$ cat config.mk
export PLATFORM = sky130hd
export DESIGN_NAME = sbus_frame_decoder
export DESIGN_NICKNAME = d
export VERILOG_FILES = /design/src/sv/sbd_pkg.sv /design/src/sv/sbus_frame_decoder.sv /design/src/sv/sbd_scale.sv /design/src/sv/sbd_unpack.sv
export SDC_FILE = /design/constraint.sdc
export NUM_CORES = 1
export LEC_CHECK = 0
export ABC_CLOCK_PERIOD_IN_PS = 12620
export BUFFER_PORTS_ARGS = -buffer_cell sky130_fd_sc_hd__buf_2
export CAP_MARGIN = 15
export CELL_PAD_IN_SITES_DETAIL_PLACEMENT = 1
export CELL_PAD_IN_SITES_GLOBAL_PLACEMENT = 2
export CORE_MARGIN = 2
export CORE_UTILIZATION = 39
export CTS_CLUSTER_DIAMETER = 80
export DETAILED_ROUTE_END_ITERATION = 10
export GPL_ROUTABILITY_DRIVEN = 1
export HOLD_SLACK_MARGIN = 0.02
export PLACE_DENSITY = 0.78
export SLEW_MARGIN = 20
export SYNTH_ARGS = -nofsm -noshare
export SYNTH_HDL_FRONTEND = slang
export SYNTH_SLANG_ARGS = --single-unit
$ cat constraint.sdc
create_clock -name clk -period 12.62 [get_ports clk]
set_clock_uncertainty 0.2 [all_clocks]
set_input_delay 1.262 -clock clk [delete_from_list [all_inputs] [get_ports clk]]
set_output_delay 1.262 -clock clk [all_outputs]
set_load 0.1 [all_outputs]
$ cat src/sv/sbd_pkg.sv
// ----------------------------------------------------------------------------
// sbd_pkg
// Shared constants and types for the SBUS frame decoder.
// ----------------------------------------------------------------------------
package sbd_pkg;

	localparam logic [7:0]  StartByte  = 8'h0F;
	localparam logic [7:0]  EndByte    = 8'h00;
	localparam logic [4:0]  HuntPos    = 5'd0;
	localparam logic [4:0]  DataLast   = 5'd22;
	localparam logic [4:0]  FlagPos    = 5'd23;
	localparam logic [4:0]  WaitPos    = 5'd24;
	localparam logic [4:0]  ChanBits   = 5'd11;
	localparam logic [25:0] PctScale   = 26'd25600;
	localparam logic [25:0] PctRound   = 26'd1023;
	localparam logic [10:0] RawMax     = 11'd2047;

	localparam int FsBit  = 4;
	localparam int D17Bit = 7;
	localparam int D18Bit = 6;

	typedef struct packed {
		logic        channel_valid;
		logic [3:0]  channel_index;
		logic [10:0] channel_raw;
		logic [14:0] channel_percent;
		logic        flags_valid;
		logic        digital_ch17;
		logic        digital_ch18;
		logic        failsafe_flag;
		logic        frame_end;
	} result_t;

endpackage

$ cat src/sv/sbus_frame_decoder.sv
// ----------------------------------------------------------------------------
// sbus_frame_decoder
// SBUS receive frame decoder: start byte hunt, 16 x 11-bit channel unpack
// with Q7.8 percent scaling, flag byte and end byte handling.
// ----------------------------------------------------------------------------
//  channel | handshake                    | payload
//  byte    | byte_valid / byte_stall      | data_byte
//  result  | result_valid / result_stall  | channel_*, flags_valid, digital_ch17,
//          |                              | digital_ch18, failsafe_flag, frame_end
//
//  One byte per cycle while not stalled; bytes pass the input register,
//  then the result register. Every byte yields exactly one result word.
//  Reset clears frame position, counters, partial bits and failsafe latch.
//  result_stall holds the result register; byte_stall rises only when both
//  registers are full.
// ----------------------------------------------------------------------------
module sbus_frame_decoder
	import sbd_pkg::*;
(
	input  logic        clk,
	input  logic        arst_n,
	input  logic        byte_valid,
	output logic        byte_stall,
	input  logic [7:0]  data_byte,
	output logic        result_valid,
	input  logic        result_stall,
	output logic        channel_valid,
	output logic [3:0]  channel_index,
	output logic [10:0] channel_raw,
	output logic [14:0] channel_percent,
	output logic        flags_valid,
	output logic        digital_ch17,
	output logic        digital_ch18,
	output logic        failsafe_flag,
	output logic        frame_end
);

	logic       valid_s1;
	logic [7:0] byte_s1;
	logic       valid_s2;
	result_t    res_s2;
	result_t    res;
	logic       advance;
	logic       load;

	assign advance    = valid_s1 && (!valid_s2 || !result_stall);
	assign byte_stall = valid_s1 && !advance;
	assign load       = byte_valid && !byte_stall;

	sbd_unpack u_unpack (
		.clk       (clk),
		.arst_n    (arst_n),
		.step      (advance),
		.data_byte (byte_s1),
		.res       (res)
	);

	always_ff @(posedge clk or negedge arst_n) begin
		if (!arst_n) begin
			valid_s1 <= 1'b0;
			valid_s2 <= 1'b0;
		end else begin
			if (load)
				valid_s1 <= 1'b1;
			else if (advance)
				valid_s1 <= 1'b0;
			if (advance)
				valid_s2 <= 1'b1;
			else if (!result_stall)
				valid_s2 <= 1'b0;
		end
	end

	always_ff @(posedge clk) begin
		if (load)
			byte_s1 <= data_byte;
		if (advance)
			res_s2 <= res;
	end

	assign result_valid    = valid_s2;
	assign channel_valid   = res_s2.channel_valid;
	assign channel_index   = res_s2.channel_index;
	assign channel_raw     = res_s2.channel_raw;
	assign channel_percent = res_s2.channel_percent;
	assign flags_valid     = res_s2.flags_valid;
	assign digital_ch17    = res_s2.digital_ch17;
	assign digital_ch18    = res_s2.digital_ch18;
	assign failsafe_flag   = res_s2.failsafe_flag;
	assign frame_end       = res_s2.frame_end;

endmodule

$ cat src/sv/sbd_scale.sv
// ----------------------------------------------------------------------------
// sbd_scale
// Raw 11-bit channel to Q7.8 percent: round(raw * 25600 / 2047).
// ----------------------------------------------------------------------------
module sbd_scale
	import sbd_pkg::*;
(
	input  logic [10:0] raw,
	output logic [14:0] percent
);

	logic [25:0] num;
	logic [14:0] hi1;
	logic [10:0] lo1;
	logic [15:0] sum1;
	logic [4:0]  hi2;
	logic [11:0] sum2;
	logic [15:0] quot;

	// x / 2047 with x = 2048*h + l = 2047*h + (h + l), folded twice,
	// then one compare for the last step.
	always_comb begin
		num  = {15'd0, raw} * PctScale + PctRound;
		hi1  = num[25:11];
		lo1  = num[10:0];
		sum1 = {1'b0, hi1} + {5'd0, lo1};
		hi2  = sum1[15:11];
		sum2 = {7'd0, hi2} + {1'b0, sum1[10:0]};
		quot = {1'b0, hi1} + {11'd0, hi2}
			+ {15'd0, (sum2 >= {1'b0, RawMax})};
		percent = quot[14:0];
	end

endmodule

$ cat src/sv/sbd_unpack.sv
// ----------------------------------------------------------------------------
// sbd_unpack
// Frame tracking and LSB-first bit unpacking, one byte per step.
// ----------------------------------------------------------------------------
module sbd_unpack
	import sbd_pkg::*;
(
	input  logic        clk,
	input  logic        arst_n,
	input  logic        step,
	input  logic [7:0]  data_byte,
	output result_t     res
);

	logic [4:0]  pos_q;
	logic [4:0]  chan_q;
	logic [3:0]  bits_q;
	logic [10:0] part_q;
	logic        fs_q;

	logic [4:0]  pos_d;
	logic [4:0]  chan_d;
	logic [3:0]  bits_d;
	logic [10:0] part_d;
	logic        fs_d;

	logic [4:0]  total;
	logic [17:0] shifted;
	logic [10:0] merged;
	logic [2:0]  rest;
	logic [3:0]  rshift;
	logic [14:0] pct;

	sbd_scale u_scale (
		.raw     (merged),
		.percent (pct)
	);

	always_comb begin
		total   = {1'b0, bits_q} + 5'd8;
		shifted = {10'd0, data_byte} << bits_q;
		merged  = part_q | shifted[10:0];
		rest    = 3'(total - ChanBits);
		rshift  = 4'd8 - {1'b0, rest};

		pos_d  = pos_q;
		chan_d = chan_q;
		bits_d = bits_q;
		part_d = part_q;
		fs_d   = fs_q;
		res    = '0;

		if (pos_q == HuntPos) begin
			if (data_byte == StartByte)
				pos_d = 5'd1;
		end else if (pos_q <= DataLast) begin
			if (total >= ChanBits) begin
				res.channel_valid   = 1'b1;
				res.channel_index   = chan_q[3:0];
				res.channel_raw     = merged;
				res.channel_percent = pct;
				chan_d = chan_q + 5'd1;
				part_d = {3'd0, data_byte >> rshift};
				bits_d = {1'b0, rest};
			end else begin
				part_d = merged;
				bits_d = total[3:0];
			end
			pos_d = pos_q + 5'd1;
		end else if (pos_q == FlagPos) begin
			fs_d = data_byte[FsBit];
			res.flags_valid  = 1'b1;
			res.digital_ch17 = data_byte[D17Bit];
			res.digital_ch18 = data_byte[D18Bit];
			chan_d = chan_q + 5'd2;
			pos_d  = WaitPos;
		end else if (data_byte == EndByte) begin
			pos_d  = HuntPos;
			chan_d = '0;
			bits_d = '0;
			part_d = '0;
			res.frame_end = 1'b1;
		end

		res.failsafe_flag = fs_d;
	end

	always_ff @(posedge clk or negedge arst_n) begin
		if (!arst_n) begin
			pos_q  <= '0;
			chan_q <= '0;
			bits_q <= '0;
			part_q <= '0;
			fs_q   <= 1'b0;
		end else if (step) begin
			pos_q  <= pos_d;
			chan_q <= chan_d;
			bits_q <= bits_d;
			part_q <= part_d;
			fs_q   <= fs_d;
		end
	end

endmodule

==> summary.txt <==
Floorplan
  • Starting density of the core: 39.8%
  • Rows: 43
  • Core Area: 13800 um2
  • Die Wd: 122 um
  • Top-level port count: 50
  • Die ar.: 15000 um2
  • Vert. Die Dim: 122 um

Critical path
  • Req. time, crit path: 12510 ps
  • CP peak stage delay: 920 ps
  • CP most frequent cell: ha_1
  • Critical path's slowest cell: dfrtp_1
  • WS Path Type: reg -> reg
  • Worst-path maximum fanout: 27
  • Critical Path Sink Type: flip-flop
  • Crit start category: flip-flop
  • CP arrival: 10900 ps

CTS
  • Clock latency on the worst-skew pair: 340 ps
  • Max clock buf depth: 2
  • Clock slew at reported path FFs: 60 ps
  • # hold bufs at CTS: 0
  • Cts bufs inserted: 9
  • Clk root buf: clkbuf_16
  • Number of gates resized after cts: 0
  • Clk sinks: 71
  • Setup bufs post-CTS: 0
  • Htree depth: 3
  • CTS tree: yes

Layout
  • Share of post-route cells with drive strength above 1: 15.4%
  • Nets: 676
  • Layout area overhead: 12.9%
  • Fill count: 1609
  • N_diodes: 0

Yosys
  • Synthesized net count: 630
  • Post-Syn Area: 5480 um2
  • Syn Inst Count: 553
  • FF+latch count, synth: 71
  • Top-area cell type share of the netlist area: 24.1%
  • Seq/Total Area, Yosys: 36.5%
  • Number of synthesized flops with an enable pin: 44
  • Synth area leader: edfxtp_1
  • Synth area leaders: edfxtp_1 (24%), ha_1 (13%), dfrtp_1 (12%)
  • Syn Area/Cell: 9.90 um2
  • Count of cell types in the netlist: 73
  • Synth warnings: 0
  • Prevailing post-synth register cell: edfxtp_1
  • Async SR Flop Fraction: 38.0%

Placement
  • Pre-CTS worst setup slack: 1670 ps
  • Placed wire-length estimate: 11300 um
  • Port Buffers: 49
  • RD Place Congestion: 0.874

STA
  • Relative slew slack: 30.8%
  • Final slew viol count: 0
  • Setup TNS after final layout: 0 ps
  • Achievable Freq: 90.8 MHz
  • Hold Slack: 280 ps
  • Final setup fails: 0
  • Period utilization: 87.3%
  • Hold Vio Cnt, Final: 0
  • Final min period: 11010 ps
  • Least-Margin Pin Slew: 1040 ps
  • Final setup margin: 1610 ps
  • Unrepaired setup endpoints after global routing: false

Routing
  • Drt total wl: 14600 um
  • Initial DRT Pass Iterations: 4
  • ANT nets after route: 0
  • DRC viols: 0
  • Drt first-iter violations: 345
  • Wirelength per Cell: 18.6 um
  • DR vias/cell: 5.63
  • Routed vias: 4414

Global routing
  • Total Routing Usage GR: 21.1%
  • Vias in the first global route: 4545
  • Largest net degree at the start of global routing: 39
  • First-pass GRT wire length: 24200 um
  • Grt total ovfl: 0
  • Antenna violations before repair: 0

Min path
  • Worst min path class: reg -> reg

Status
  • Status: finished, final reports clean

Flow run
  • Maximum Capacitance Violations: 0
## state kept, by name, indices dropped and copies added, names as in the netlist, 4 cells and up
signal	flops
byte_s1	8
u_unpack.bits_q	4
channel_raw	11
u_unpack.part_q	11
u_unpack.pos_q	5
channel_index	4
channel_percent	15
u_unpack.chan_q	4
## kinds of logic (layout without fill, tap and decap cells)
family	Yosys count	in the layout	share of synthesized area, %
buffers and inverters	59	110	4.34
AND/OR/NAND/NOR	168	168	16.0
multiplexers	18	18	4.55
flip-flops	71	71	36.5
XOR/XNOR	25	25	4.00
AO/OA/AOI/OAI	146	146	18.3
adder cells (fa/ha/maj)	66	66	16.3
## worst max-delay path: cells and delay by family, from the launching register on
| kind | cells | cell delay [ps] |
|---|---|---|
| compound gates | 13 | 2310 |
| xor+xnor | 2 | 650 |
| fa+ha+maj | 10 | 3440 |
| buf+inv | 4 | 390 |
| flops | 1 | 920 |
| mux | 1 | 430 |
| simple gates | 9 | 2440 |
## stage by stage
step                instances  util, %  cell area (um2)
floorplan                 553        -             5480
global placement          768     42.8             5900
detailed placement        768     42.8             5900
CTS                       784     44.9             6180
global route              784     44.9             6180
finish                    784     44.9             6180
## path summary, 6_finish.rpt
| kind | startpoint | to | slack (ps) | depth (start not counted) |
|---|---|---|---|---|
| min reg2reg | valid_s1 | result_valid | 280 | 1 |
| min in group asynchronous | arst_n | u_unpack.bits_q[0] | 770 | 1 |
| max | u_unpack.bits_q[0] | channel_percent[14] | 1610 | 39 |
| max reg2reg | u_unpack.bits_q[0] | channel_percent[14] | 1610 | 39 |
| max in group asynchronous | arst_n | u_unpack.chan_q[3] | 11010 | 1 |
| min | valid_s1 | result_valid | 280 | 1 |
## area by class of cell
class,count,area (um2),share of cell area [%]
Multi-Input combinational cell,423,3250,52.6
Sequential cell,71,2000,32.3
Clock buffer,15,279,4.51
Timing Repair Buffer,52,268,4.33
Tap cell,180,225,3.64
Inverter,42,158,2.55
Clock inverter,1,3.75,0.0607
## layer usage
metal	vias up	track usage [%]	wire (um)
li1	2117	-	-
met1	2204	29.5	6890
met2	83	33.4	6930
met3	10	4.32	606
met4	0	5.53	135
met5	-	0	0
## cell usage in the layout, fill, tap and decap left out, types with 5 or more instances in the layout
master,synthesis,layout
mux2i_1,8,8
o21ai_0,37,37
dfrtp_1,27,27
or3_1,6,6
mux2_2,5,5
buf_2,1,49
nor2_1,58,58
xnor2_1,12,12
a21oi_1,27,27
a21o_1,12,12
edfxtp_1,44,44
mux4_2,5,5
nor2b_1,6,6
o21a_1,5,5
nand3_1,7,7
clkbuf_16,0,10
nand2b_1,7,7
nor3_1,11,11
inv_1,41,41
o211ai_1,5,5
a211o_1,6,6
ha_1,56,56
a211oi_1,8,8
nand2_1,36,36
xor2_1,13,13
a31oi_1,5,5
a22oi_1,5,5
and2_1,9,9
fa_1,9,9
## cells in the mapped netlist (all sizes together), types with 7 or more instances
library cell	instances
a211oi	10
a21o	12
a21oi	27
and2	9
buf	7
clkbuf	10
dfrtp	27
edfxtp	44
fa	9
ha	56
inv	42
mux2i	8
nand2	36
nand2b	7
nand3	7
nor2	60
nor2b	7
nor3	11
o21ai	41
xnor2	12
xor2	13
Power is not shown: default switching activity piles up to over one toggle a cycle in this logic, so the estimate is an artifact.
